## config.mk

```make
export PLATFORM = sky130hd
export DESIGN_NAME = fvs_ram
export DESIGN_NICKNAME = d
export VERILOG_FILES = /design/src/rtl/fvs_ram.sv
export SDC_FILE = /design/constraint.sdc
export NUM_CORES = 1
export LEC_CHECK = 0
export BUFFER_PORTS_ARGS = -buffer_cell sky130_fd_sc_hd__buf_2
export CAP_MARGIN = 20
export CORE_MARGIN = 1.5
export CORE_UTILIZATION = 35
export DETAILED_ROUTE_END_ITERATION = 8
export PLACE_DENSITY = 0.49
export SLEW_MARGIN = 10
export SYNTH_ARGS = -nofsm -noshare
export SYNTH_HDL_FRONTEND = slang
export SYNTH_SLANG_ARGS = --single-unit
```

## constraint.sdc

```tcl
create_clock -name clk -period 3.57 [get_ports clk]
set_input_delay 0.1785 -clock clk [delete_from_list [all_inputs] [get_ports clk]]
set_output_delay 0.1785 -clock clk [all_outputs]
set_load 0.01 [all_outputs]
```

## src/rtl/fvs_ram.sv

```systemverilog
// Generic simple dual-port RAM, one write and one registered read port.
// No dependencies.
`timescale 1ns / 1ps
`default_nettype none
module fvs_ram #(
	parameter int WIDTH = 8,
	parameter int DEPTH = 64
) (
	input  wire logic                     clk,
	input  wire logic                     we,
	input  wire logic [$clog2(DEPTH)-1:0] waddr,
	input  wire logic [WIDTH-1:0]         wdata,
	input  wire logic                     re,
	input  wire logic [$clog2(DEPTH)-1:0] raddr,
	output logic      [WIDTH-1:0]         rdata
);
	logic [WIDTH-1:0] mem [DEPTH];

	// write port
	always_ff @(posedge clk) begin
		if (we) begin
			mem[waddr] <= wdata;
		end
	end

	// registered read, hold when not enabled
	always_ff @(posedge clk) begin
		if (re) begin
			rdata <= mem[raddr];
		end
	end
endmodule
`default_nettype wire

```

# Word-level counts from Yosys, hierarchy flattened
# Memory sizes are Yosys's and may differ from the RTL's. A register that Yosys moved wholly into a read port is not among the register bits.
# Cells that the tools add are included.
[word_totals] register_bits=0 latchBits=0 mem_bits_rw=512 romBits=0 in_bits=23 output_inout_bits=8 word_cells=3 mem_count=1
[op_classes] addsub=0 mul=0 div=0 n_lt_le_gt_ge=0 eq_ne=0 shift=0 mux=2 bitwise=0 reduce_logical=0
[mem_list] name="mem" depth=64 word_bits=8 rd=1 rd_clocked_by_memory_dff=1 write_ports=1 line_no="17" source="logic [WIDTH-1:0] mem [DEPTH];"
[op_table] op="$mux 1" n=2

# Longest topological paths before layout
[depth] depth_word=2 depth_mapped=9 depth_no_buf=5

# Worst setup path before layout
# No wires, ideal clock.
[synth_path] kind="input to register" from="input port raddr[1]" to="register rdata[3], read port of mem (data pin)" setup_ps=266 arrival_time_ps=1718 required_time_ps=3304 path_slack_ps=1585 cell_stages=7 path_buffers=3 cell_sequence="buf_4 -> buf_2 -> buf_2 -> mux4_2 -> mux4_2 -> o21ai_1 -> o41ai_1"
[synth_rtl] element="from (decl)" line_no="14" source="input wire logic [$clog2(DEPTH)-1:0] raddr,"
[synth_rtl] element="to (decl)" line_no="15" source="output logic [WIDTH-1:0] rdata"

==> flow_metrics.py <==
metrics = {
    "layout": {
        "fillers": 5030,
        "nets": 1059,
        "multiInputGateArea_sq_um": 4330,
        "seq_area_sq_um": 15600,
        "layout-drive-gt1-share_pct": 29.0,
        "syn2layout_area_growth_pct": 15.3,
    },
    "detailed_routing": {
        "drt_wl_total_um": 49600,
        "drtIter0Drc": 1012,
        "wl_per_cell_um": 27.0,
        "ant_nets": 0,
        "drt-pass1-iter-count": 5,
        "vias": 9716,
        "vias_per_cell": 5.29,
        "drc": 0,
    },
    "placement": {
        "gp_congestion": 0.766,
        "port_buffers": 30,
        "hpwl_um": 31100,
    },
    "critical_path": {
        "cp.arrival_ns": 2.73,
        "cpMostUsedCell": "buf_4",
        "slowest_delay_ns": 0.75,
        "crit_chain": "clkbuf_8 > buf_4 > buf_4 > mux2_2 > a221oi_1 > o2bb2ai_1",
        "critPathTopFamily": "buffers and inverters",
        "start_kind": "input port",
        "worst_ep_required_time_ns": 3.90,
        "path_max_fanout": 33,
        "critPathKind": "in2reg",
        "cp-end-kind": "flip-flop",
        "cpMaxStageDelayCell": "a221oi_1",
        "path_buf_inv": 3,
    },
    "die": {
        "start_util_pct": 35.6,
        "die_area_sq_um": 59300,
        "die_w_um": 244,
        "core_area_sq_um": 56800,
        "rows": 87,
        "ios": 31,
        "chipHeight_um": 244,
    },
    "synthesis": {
        "synth_top_flop_cell": "edfxtp_1",
        "yosys-top-cells-area": "edfxtp_1, mux4_2, nor2_1, mux2i_1, mux2_2",
        "syn_inst": 940,
        "synth_top_cell_by_area": "edfxtp_1",
        "synth.yosys.seq_area_share_pct": 77.1,
        "async_reset_ff_share_pct": 0,
        "syn_area_sq_um": 20200,
        "synth.most_common_cell": "edfxtp_1",
        "synth-edff-count": 520,
        "synth_cell_types": 39,
        "yosysWarnings": 0,
        "synth_nets": 963,
        "synth_top_area_share_pct": 77.1,
        "ys_ff_latch": 520,
        "ys_top_cells_by_count": "edfxtp_1, mux4_2, nor2_1",
        "synth_area_per_cell_sq_um": 21.5,
    },
    "status": {
        "status": "finished clean",
    },
    "sta": {
        "fmax_mhz": 415,
        "worst_pin_slew_ns": 1.03,
        "finClkSkew_ns": 0.0315,
        "hold_viol": 0,
        "rsz0062_at_grt": "no",
        "setup_viol": 0,
        "slew_headroom_pct": 31.2,
        "period_share_pct": 67.5,
        "final_max_slew_viol_count": 0,
        "period_minus_slack_ns": 2.41,
        "setup_tns_ns": 0,
    },
    "pwr": {
        "peakVddDrop_mv": 0.340,
        "p_total_w": 0.0131,
        "p_leak_nw": 7.30,
        "powerDensity_nw_per_um2": 560,
    },
    "clocking": {
        "clk_pin_slew_ns": 0.06,
        "cts.path.max_buffers": 3,
        "clk_latency_ns": 0.60,
        "clock_sinks": 520,
        "htreeDepth": 2,
        "cts_made_buffers": 53,
        "cts_tree": "done",
        "root_buffer": "clkbuf_16",
    },
    "global_routing": {
        "grt-ovfl-total": 0,
        "grt_pass1_wl_um": 72500,
        "grt_usage_pct": 17.0,
        "grt_pass1_vias": 10000,
        "antenna_found_initial": 2,
        "grt_max_degree": 51,
    },
    "run": {
        "cap_violations": 0,
    },
    "hold_path": {
        "hold_class": "in2reg",
    },
}
[what timing repair did]
item / CTS / global route
hold buffers: 1 / 0
resized for setup: 0 / 0
setup buffers: 0 / 0
endpoints found under the hold margin: 8 / 0
[power breakdown]
part	switching, W	internal (W)	total [W]
clock network	0.00233	0.00331	0.00564
registers	0.0000185	0.00677	0.00679
logic	0.000401	0.000243	0.000644
[final cells by class]
cell class	count	share of cell area, %
clock buffer	63	6.02
antenna	1	0.0107
tap	756	4.05
timing repair buffer	92	2.97
clock inverter	36	1.52
multi-input combinational	369	18.5
sequential	520	66.9
[logic make-up after synthesis]
logic type      Yosys count  share of synthesized area, %
compound gates           54                          2.06
buf+inv                  51                          1.56
flops                   520                          77.1
mux                     162                          15.9
simple gates            153                          3.37
[state kept, by name, summed over array words and instances (netlist names)]
name,cells
mem,512
rdata,8
[per-layer routing]
layer  up-vias  track usage, %  wire, um
met5         -               0         0
met3        78            2.94      2720
li1       4138               -         -
met1      5206            24.5     22400
met4         0            5.16      1270
met2       294            26.5     23200
[worst paths after layout]
check	startpoint	end	slack [ns]	depth (start not counted)
worst max-delay path	raddr[0]	rdata[1]$_DFFE_PP_	1.16	6
worst min-delay path	wdata[6]	mem[42][6]$_DFFE_PP_	0.06	1
worst max register to register	mem[47][1]$_DFFE_PP_	rdata[1]$_DFFE_PP_	1.24	4
worst min register to register	mem[5][7]$_DFFE_PP_	rdata[7]$_DFFE_PP_	0.90	4
[through the flow]
stage	hold WS (ns)	worst slack (ns)	instance area (sq um)	utilization, %	instances
after floorplan	0.277	1.59	20200	-	940
after global placement	0.568	0.585	21500	37.9	1734
after detailed placement	0.570	0.544	21600	37.9	1735
after CTS	0.0277	1.19	23300	41.0	1835
after global routing	0.0556	1.04	23300	41.1	1836
final	0.0601	1.16	23300	41.1	1837
[cell usage in the layout (no fill, tap or decap), drive strengths merged, types with 3 or more instances in the layout]
cell type  netlist  layout
buf             34      90
edfxtp         520     520
a221oi           6       6
o2111ai          3       3
nor3             7       7
o221ai           8       8
o2bb2ai          3       3
a211oi           4       4
clkinv           0      26
nor2b           14      14
nand3b           3       3
a21oi            3       3
a22oi            3       3
mux2i           23      23
bufinv           0       7
o21ai            4       4
nand2           19      19
mux2            13      13
o22ai            8       8
nand2b           7       7
clkbuf          17      64
nand3           13      13
mux4           126     126
nor2            83      83
Power figures use the tool's default switching activity.
