## config.mk

```make
export PLATFORM = sky130hd
export DESIGN_NAME = fvs_div
export DESIGN_NICKNAME = d
export VERILOG_FILES = /design/src/rtl/fvs_pkg.sv /design/src/rtl/fvs_div.sv
export SDC_FILE = /design/constraint.sdc
export NUM_CORES = 1
export LEC_CHECK = 0
export BUFFER_PORTS_ARGS = -buffer_cell sky130_fd_sc_hd__buf_4
export CAP_MARGIN = 20
export CORE_MARGIN = 1.5
export CORE_UTILIZATION = 52
export DETAILED_ROUTE_END_ITERATION = 10
export PLACE_DENSITY = 0.88
export SYNTH_ARGS = -nofsm -noshare
export SYNTH_HDL_FRONTEND = slang
export SYNTH_SLANG_ARGS = --single-unit
```

## constraint.sdc

```tcl
create_clock -name clk -period 3.8 [get_ports clk]
set_clock_uncertainty 0.05 [all_clocks]
set_input_delay 0.57 -clock clk [delete_from_list [all_inputs] [get_ports clk]]
set_output_delay 0.57 -clock clk [all_outputs]
set_load 0.01 [all_outputs]
```

## src/rtl/fvs_pkg.sv

```systemverilog
// Package for the fair virtual-time scheduler: widths, codes, FSM states,
// and the priority-to-weight table. No dependencies.
`timescale 1ns / 1ps
`default_nettype none
package fvs_pkg;
	localparam int MAX_TASKS   = 64;
	localparam int TASK_W      = $clog2(MAX_TASKS);
	localparam int CNT_W       = TASK_W + 1;
	localparam int PRIO_W      = 6;
	localparam int PRIO_LEVELS = 40;
	localparam int NORMAL_PRIO = 20;
	localparam int WEIGHT_W    = 17;
	localparam int WSUM_W      = 23;
	localparam int VT_W        = 64;
	localparam int NICE0_SHIFT = 10;
	localparam int ENT_W       = 2 * VT_W + PRIO_W;

	localparam logic [1:0] ACT_TICK    = 2'd0;
	localparam logic [1:0] ACT_ENQUEUE = 2'd1;
	localparam logic [1:0] ACT_PICK    = 2'd2;

	localparam logic [1:0] ST_OK   = 2'd0;
	localparam logic [1:0] ST_DUP  = 2'd1;
	localparam logic [1:0] ST_IDLE = 2'd2;

	typedef struct packed {
		logic [VT_W-1:0]   run;
		logic [VT_W-1:0]   vt;
		logic [PRIO_W-1:0] prio;
	} task_ent_t;

	typedef enum logic [4:0] {
		S_IDLE,
		S_T_LOAD,
		S_T_DIV,
		S_T_CLAMP,
		S_T_MUL_LO,
		S_T_MUL_HI,
		S_T_SUM,
		S_T_WRITE,
		S_E_LOAD,
		S_E_SCAN,
		S_E_SCAN_ID,
		S_E_SCAN_CMP,
		S_E_SHIFT,
		S_E_SHIFT_WR,
		S_E_INSERT,
		S_P_ORDER,
		S_P_POP,
		S_REPORT
	} state_t;

	// wrap-aware order: a lies behind b
	function automatic logic behind(input logic [VT_W-1:0] a, input logic [VT_W-1:0] b);
		logic [VT_W-1:0] d;
		d = a - b;
		return d[VT_W-1];
	endfunction

	// clamp priority index to the last level
	function automatic logic [PRIO_W-1:0] prio_sat(input logic [PRIO_W-1:0] p);
		return (p >= PRIO_W'(PRIO_LEVELS)) ? PRIO_W'(PRIO_LEVELS - 1) : p;
	endfunction

	function automatic logic [WEIGHT_W-1:0] prio_weight(input logic [PRIO_W-1:0] p);
		logic [WEIGHT_W-1:0] w;
		case (prio_sat(p))
			6'd0:  w = 17'd88761;
			6'd1:  w = 17'd71755;
			6'd2:  w = 17'd56483;
			6'd3:  w = 17'd46273;
			6'd4:  w = 17'd36291;
			6'd5:  w = 17'd29154;
			6'd6:  w = 17'd23254;
			6'd7:  w = 17'd18705;
			6'd8:  w = 17'd14949;
			6'd9:  w = 17'd11916;
			6'd10: w = 17'd9548;
			6'd11: w = 17'd7620;
			6'd12: w = 17'd6100;
			6'd13: w = 17'd4904;
			6'd14: w = 17'd3906;
			6'd15: w = 17'd3121;
			6'd16: w = 17'd2501;
			6'd17: w = 17'd1991;
			6'd18: w = 17'd1586;
			6'd19: w = 17'd1277;
			6'd20: w = 17'd1024;
			6'd21: w = 17'd820;
			6'd22: w = 17'd655;
			6'd23: w = 17'd526;
			6'd24: w = 17'd423;
			6'd25: w = 17'd335;
			6'd26: w = 17'd272;
			6'd27: w = 17'd215;
			6'd28: w = 17'd172;
			6'd29: w = 17'd137;
			6'd30: w = 17'd110;
			6'd31: w = 17'd87;
			6'd32: w = 17'd70;
			6'd33: w = 17'd56;
			6'd34: w = 17'd45;
			6'd35: w = 17'd36;
			6'd36: w = 17'd29;
			6'd37: w = 17'd23;
			6'd38: w = 17'd18;
			default: w = 17'd15;
		endcase
		return w;
	endfunction
endpackage
`default_nettype wire

```

## src/rtl/fvs_div.sv

```systemverilog
// Restoring divider, one quotient bit per cycle, for virtual-time scaling.
// Depends on fvs_pkg.
`timescale 1ns / 1ps
`default_nettype none
module fvs_div
	import fvs_pkg::*;
(
	input  wire logic                clk,
	input  wire logic                arst_n,
	input  wire logic                start,
	input  wire logic [VT_W-1:0]     dividend,
	input  wire logic [WEIGHT_W-1:0] divisor,
	output logic                     done,
	output logic      [VT_W-1:0]     quotient
);
	localparam int STEP_W = $clog2(VT_W + 1);

	logic [STEP_W-1:0]   left_q;
	logic [WEIGHT_W-1:0] rem_q;
	logic [WEIGHT_W-1:0] dvs_q;
	logic [VT_W-1:0]     quo_q;
	logic                done_q;
	logic [WEIGHT_W:0]   trial;
	logic [WEIGHT_W:0]   diff;

	// shift in next dividend bit and try subtract
	always_comb begin
		trial = {rem_q, quo_q[VT_W-1]};
		diff  = trial - {1'b0, dvs_q};
	end

	// iterate
	always_ff @(posedge clk or negedge arst_n) begin
		if (!arst_n) begin
			left_q <= '0;
			done_q <= 1'b0;
		end else begin
			if (start) begin
				left_q <= STEP_W'(VT_W);
			end else if (left_q != '0) begin
				left_q <= left_q - 1'b1;
			end
			done_q <= !start && (left_q == STEP_W'(1));
		end
	end

	always_ff @(posedge clk) begin
		if (start) begin
			rem_q <= '0;
			dvs_q <= divisor;
			quo_q <= dividend;
		end else if (left_q != '0) begin
			if (!diff[WEIGHT_W]) begin
				rem_q <= diff[WEIGHT_W-1:0];
				quo_q <= {quo_q[VT_W-2:0], 1'b1};
			end else begin
				rem_q <= trial[WEIGHT_W-1:0];
				quo_q <= {quo_q[VT_W-2:0], 1'b0};
			end
		end
	end

	assign done     = done_q;
	assign quotient = quo_q;
endmodule
`default_nettype wire

```

Yosys cells after proc, flatten, opt, wreduce, memory -nomap -nowiden
Index checks and enable logic that the tools add are counted.
{"block": "totals", "out_inout_bits": 65, "input_bits": 84, "wordCells": 18, "register_bits": 106}
{"block": "classes", "eq_ne": 1, "n_mux": 6, "reduce_logical": 4, "n_addsub": 2}
{"op": "$mux 64", "n": 2}
{"op": "$sub 18x17->18", "n": 1}
{"op": "$mux 17", "n": 1}
{"op": "$mux 7", "n": 2}
{"op": "$eq 7x1->1 const B", "n": 1}
{"op": "$reduce_bool 7->1", "n": 1}
{"op": "$sub 7x1->7 const B", "n": 1}
{"op": "$reduce_bool 2->1", "n": 1}
{"op": "$logic_and 1x1->1", "n": 1}
{"op": "$logic_not 1->1", "n": 1}
{"op": "$mux 1", "n": 1}

Logic depth before layout (Yosys ltp)
{"block": "depth", "ltp_word": 4, "ltp_mapped": 11, "mapped_depth_nobuf": 11}

Worst setup path before layout
No wires, ideal clock.
{"block": "synth_path", "path_type": "input port to flip-flop", "start": "input port start", "end": "register quo_q[0] (netlist: quotient[0]) (enable)", "setup_slack_ps": 1074, "t_required_ps": 3326, "cell_stages": 2, "setup_time_ps": 424, "arrival_time_ps": 2251, "path_buffers": 1, "cell_sequence": "clkbuf_1 -> or3_1"}
{"block": "synth_between", "elab_chain_cells": 1}
{"item": "start, declared", "line_no": "fvs_div.sv:10", "source": "input wire logic start,"}
{"item": "$reduce_bool 2->1 (no line)"}
{"item": "end signal, assigned", "line_no": "fvs_div.sv:51", "source": "quo_q <= dividend;"}
{"item": "end signal, assigned", "line_no": "fvs_div.sv:55", "source": "quo_q <= {quo_q[VT_W-2:0], 1'b1};"}
{"item": "end signal, assigned", "line_no": "fvs_div.sv:58", "source": "quo_q <= {quo_q[VT_W-2:0], 1'b0};"}
{"item": "end, declared", "line_no": "fvs_div.sv:21", "source": "logic [VT_W-1:0] quo_q;"}
Every way passes these cells.
A chain may end at the register's enable or synchronous reset.

Final worst setup path
{"block": "layout_path", "start": "register dvs_q[1]", "end": "register rem_q[12]"}
{"block": "layout_between", "elab_chain_cells": 2}
{"item": "start, declared", "line_no": "fvs_div.sv:20", "source": "logic [WEIGHT_W-1:0] dvs_q;"}
{"item": "start signal, assigned", "line_no": "fvs_div.sv:50", "source": "dvs_q <= divisor;"}
{"item": "$sub 18x17->18", "line_no": "fvs_div.sv:29", "source": "diff = trial - {1'b0, dvs_q};"}
{"item": "$mux 17", "line_no": "fvs_div.sv:53", "source": "if (!diff[WEIGHT_W]) begin"}
{"item": "end signal, assigned", "line_no": "fvs_div.sv:54", "source": "rem_q <= diff[WEIGHT_W-1:0];"}
{"item": "end signal, assigned", "line_no": "fvs_div.sv:57", "source": "rem_q <= trial[WEIGHT_W-1:0];"}
{"item": "end, declared", "line_no": "fvs_div.sv:19", "source": "logic [WEIGHT_W-1:0] rem_q;"}
Every way passes these cells.

==> impl_metrics.tcl <==
set metrics [dict create \
    required_ps 3970 \
    pin_count 149 \
    drc_errors 0 \
    synth_compound_area_frac 0.101 \
    cts_resized 0 \
    cp.arrival_ps 3220 \
    crit_start "dvs_q[1]" \
    ff_latch_area_um2 2970 \
    htree_levels 3 \
    final_nets 662 \
    clock.fmax_mhz 328 \
    synth_edf_count 81 \
    intPower_w 0.00250 \
    start_util 0.536 \
    synth-simple-area-share 0.0719 \
    rsz0062_at_grt "no" \
    core-area_um2 9770 \
    grt_usage 0.222 \
    drt_pre_antenna_iters 5 \
    p_per_area_nw_per_um2 556 \
    synth_ff_type "edfxtp_1" \
    cp_max_fo 14 \
    p_total_w 0.00373 \
    gp_congestion 0.881 \
    vias 3777 \
    synthCells 411 \
    synth-seq-area-share 0.567 \
    worstPathCellList "inv_1 -> ha_1 -> nor2b_1 -> o211ai_4 -> a211o_1 -> a21o_1 -> a211oi_4 -> buf_4 -> mux2i_1 -> a211oi_1" \
    yosysTopAreaCell "edfxtp_1" \
    clkPwrFrac 0.201 \
    clockBufferDepth 2 \
    r2r_slack_ps 750 \
    ys_types 45 \
    synth_seq_cells 106 \
    seq_power_share 0.456 \
    finalWirelength_mm 11.5 \
    drv_slew 0 \
    fin_crit_sh 0.802 \
    syn_nets 515 \
    holdBufCountCts 1 \
    die_h_um 103 \
    synthTopCellsByArea "edfxtp_1 46%, mux2_2 14%, dfxtp_1 6.5%" \
    synth_warnings 0 \
    cts_buffers 9 \
    port_buffers 148 \
    post_cts_buffers 0 \
    fill_cells 690 \
    comb_power_share 0.343 \
    clock_latency_ps 370 \
    p_leak_nw 2.84 \
    critPathSlowestCell "a211oi_4" \
    drive_above_1_share 0.425 \
    grt_max_degree 81 \
    rows 36 \
    drt_iter0_drc 201 \
    crit_path_start_kind "flip-flop" \
    hold_viol 0 \
    final.setup.tns_ps 0 \
    synthMuxAreaShare 0.155 \
    yosys-top-cells-count "81 x edfxtp_1, 65 x mux2_2, 29 x nor2_1, 24 x nand2_1, 23 x inv_1" \
    syn_area_um2 5240 \
    wl_per_cell_um 16.5 \
    grt_pass1_vias 3774 \
    synth_most_common_cell "edfxtp_1" \
    clk_pin_slew_ps 110 \
    period_needed_ps 3050 \
    synth-xor-area-share 0.0251 \
    diodes 0 \
    dieArea_um2 10700 \
    finalSetupViolations 0 \
    clock-sinks 106 \
    grt.overflow.total 0 \
    worst_pin_slew_ps 568 \
    synthToLayoutAreaGrowth_pct 28.2 \
    p_sw_frac 0.331 \
    drv_cap 0 \
    cpPeakStageDelay_ps 500 \
    synth_top_area_share 0.464 \
    crit_type "reg -> reg" \
    ir_drop_mv 0.373 \
    cts_tree "built" \
    root_buffer "clkbuf_8" \
    die_x_um 103 \
    grt_pass1_wl_mm 18.0 \
    postRouteAntennaNets 0 \
    holdWs_ps 326 \
    p_sw_w 0.00124 \
    antenna_found_initial 0 \
    async_flop_share 0.0755 \
    dp_hpwl_mm 8.24 \
    synth_top_family_by_area "multiplexers" \
    multi_input_area_um2 2110 \
    hp-start "divisor[2]" \
    status "finished clean" \
    end_kind "flip-flop" \
    worst_r2r_startpoint "dvs_q[1]" \
    synth_fa_ha_area_frac 0.0492 \
    viasPerCell 5.43 \
    syn_avg_cell_area_um2 12.7 \
    relSlewSlack 0.621 \
    hp-class "in -> reg" \
]
==> cells in the final DEF, fill, tap and decap left out, types with 2 or more instances in the layout <==
| cell type | count |
|---|---|
| clkbuf_8 | 9 |
| a21oi_1 | 18 |
| o21ai_0 | 15 |
| buf_4 | 149 |
| nor2b_1 | 3 |
| nand2b_1 | 8 |
| or3_1 | 2 |
| xnor2_1 | 13 |
| o21ai_1 | 3 |
| dfrtp_1 | 8 |
| ha_1 | 19 |
| a211o_1 | 2 |
| o211ai_1 | 4 |
| o21a_1 | 3 |
| a211oi_1 | 14 |
| nand2_1 | 24 |
| inv_6 | 3 |
| inv_1 | 23 |
| mux2i_1 | 8 |
| nand3_1 | 2 |
| nor3_1 | 6 |
| a21o_1 | 4 |
| xor2_1 | 2 |
| buf_12 | 2 |
| edfxtp_1 | 81 |
| nor2_1 | 29 |
| dfxtp_1 | 17 |
| mux2_2 | 65 |
| a31oi_1 | 3 |
==> path summary, 6_finish.rpt <==
| path | endpoint | cells past startpoint |
|---|---|---|
| worst max-delay path | rem_q[12] | 10 |
| worst min-delay path | dvs_q[2] | 1 |
| worst max register to register | rem_q[12] | 10 |
| worst min register to register | rem_q[8] | 2 |
| max in group asynchronous | left_q[1] | 2 |
| min in group asynchronous | left_q[4] | 2 |
==> state kept, by name, summed over array words and instances (netlist names) <==
name	cells
done	1
rem_q	17
left_q	7
quotient	64
dvs_q	17
==> worst max-delay path, delay by kind of cell (launching register included) <==
kind / cells / cell delay (ps)
compound gates: 5 / 1310
fa+ha+maj: 1 / 270
buf+inv: 2 / 380
flops: 1 / 390
mux: 1 / 240
simple gates: 1 / 260
==> power groups by stage <==
stage / Combinational (W) / Clock [W] / Sequential, W
floorplan: 0.000755 / 0 / 0.00176
global placement: 0.00122 / 0 / 0.00171
detailed placement: 0.00127 / 0 / 0.00172
CTS: 0.00128 / 0.000766 / 0.00170
global route: 0.00140 / 0.000806 / 0.00173
finish: 0.00128 / 0.000751 / 0.00170
==> stage by stage <==
step | setup slack [ps] | std cells | util | instance area (µm²)
global placement | 927 | 679 | 0.664 | 6490
floorplan | 1070 | 411 | - | 5240
finish | 752 | 696 | 0.687 | 6720
detailed placement | 830 | 679 | 0.664 | 6490
CTS | 780 | 696 | 0.687 | 6720
global route | 568 | 696 | 0.687 | 6720
==> final cells by class <==
cell class                 count  share of cell area
clock buffer                   9              0.0184
inverter                      23              0.0129
clock inverter                 7              0.0138
sequential                   106               0.443
tap                          133              0.0248
timing repair buffer         152               0.174
multi-input combinational    266               0.314
==> cell families (layout without fill, tap and decap cells) <==
family / after synthesis / after routing
buf+inv: 39 / 191
compound gates: 76 / 76
xor+xnor: 15 / 15
fa+ha+maj: 20 / 20
mux: 73 / 73
flops: 106 / 106
simple gates: 82 / 82
==> layer usage <==
| metal | global-route usage | vias up | part of all wire |
|---|---|---|---|
| met5 | 0 | - | 0 |
| met4 | 0.0863 | 0 | 0.031 |
| met3 | 0.0759 | 26 | 0.077 |
| met2 | 0.385 | 142 | 0.51 |
| met1 | 0.253 | 1797 | 0.39 |
| li1 | - | 1812 | - |
No activity file was read; power rests on OpenSTA's default activity.
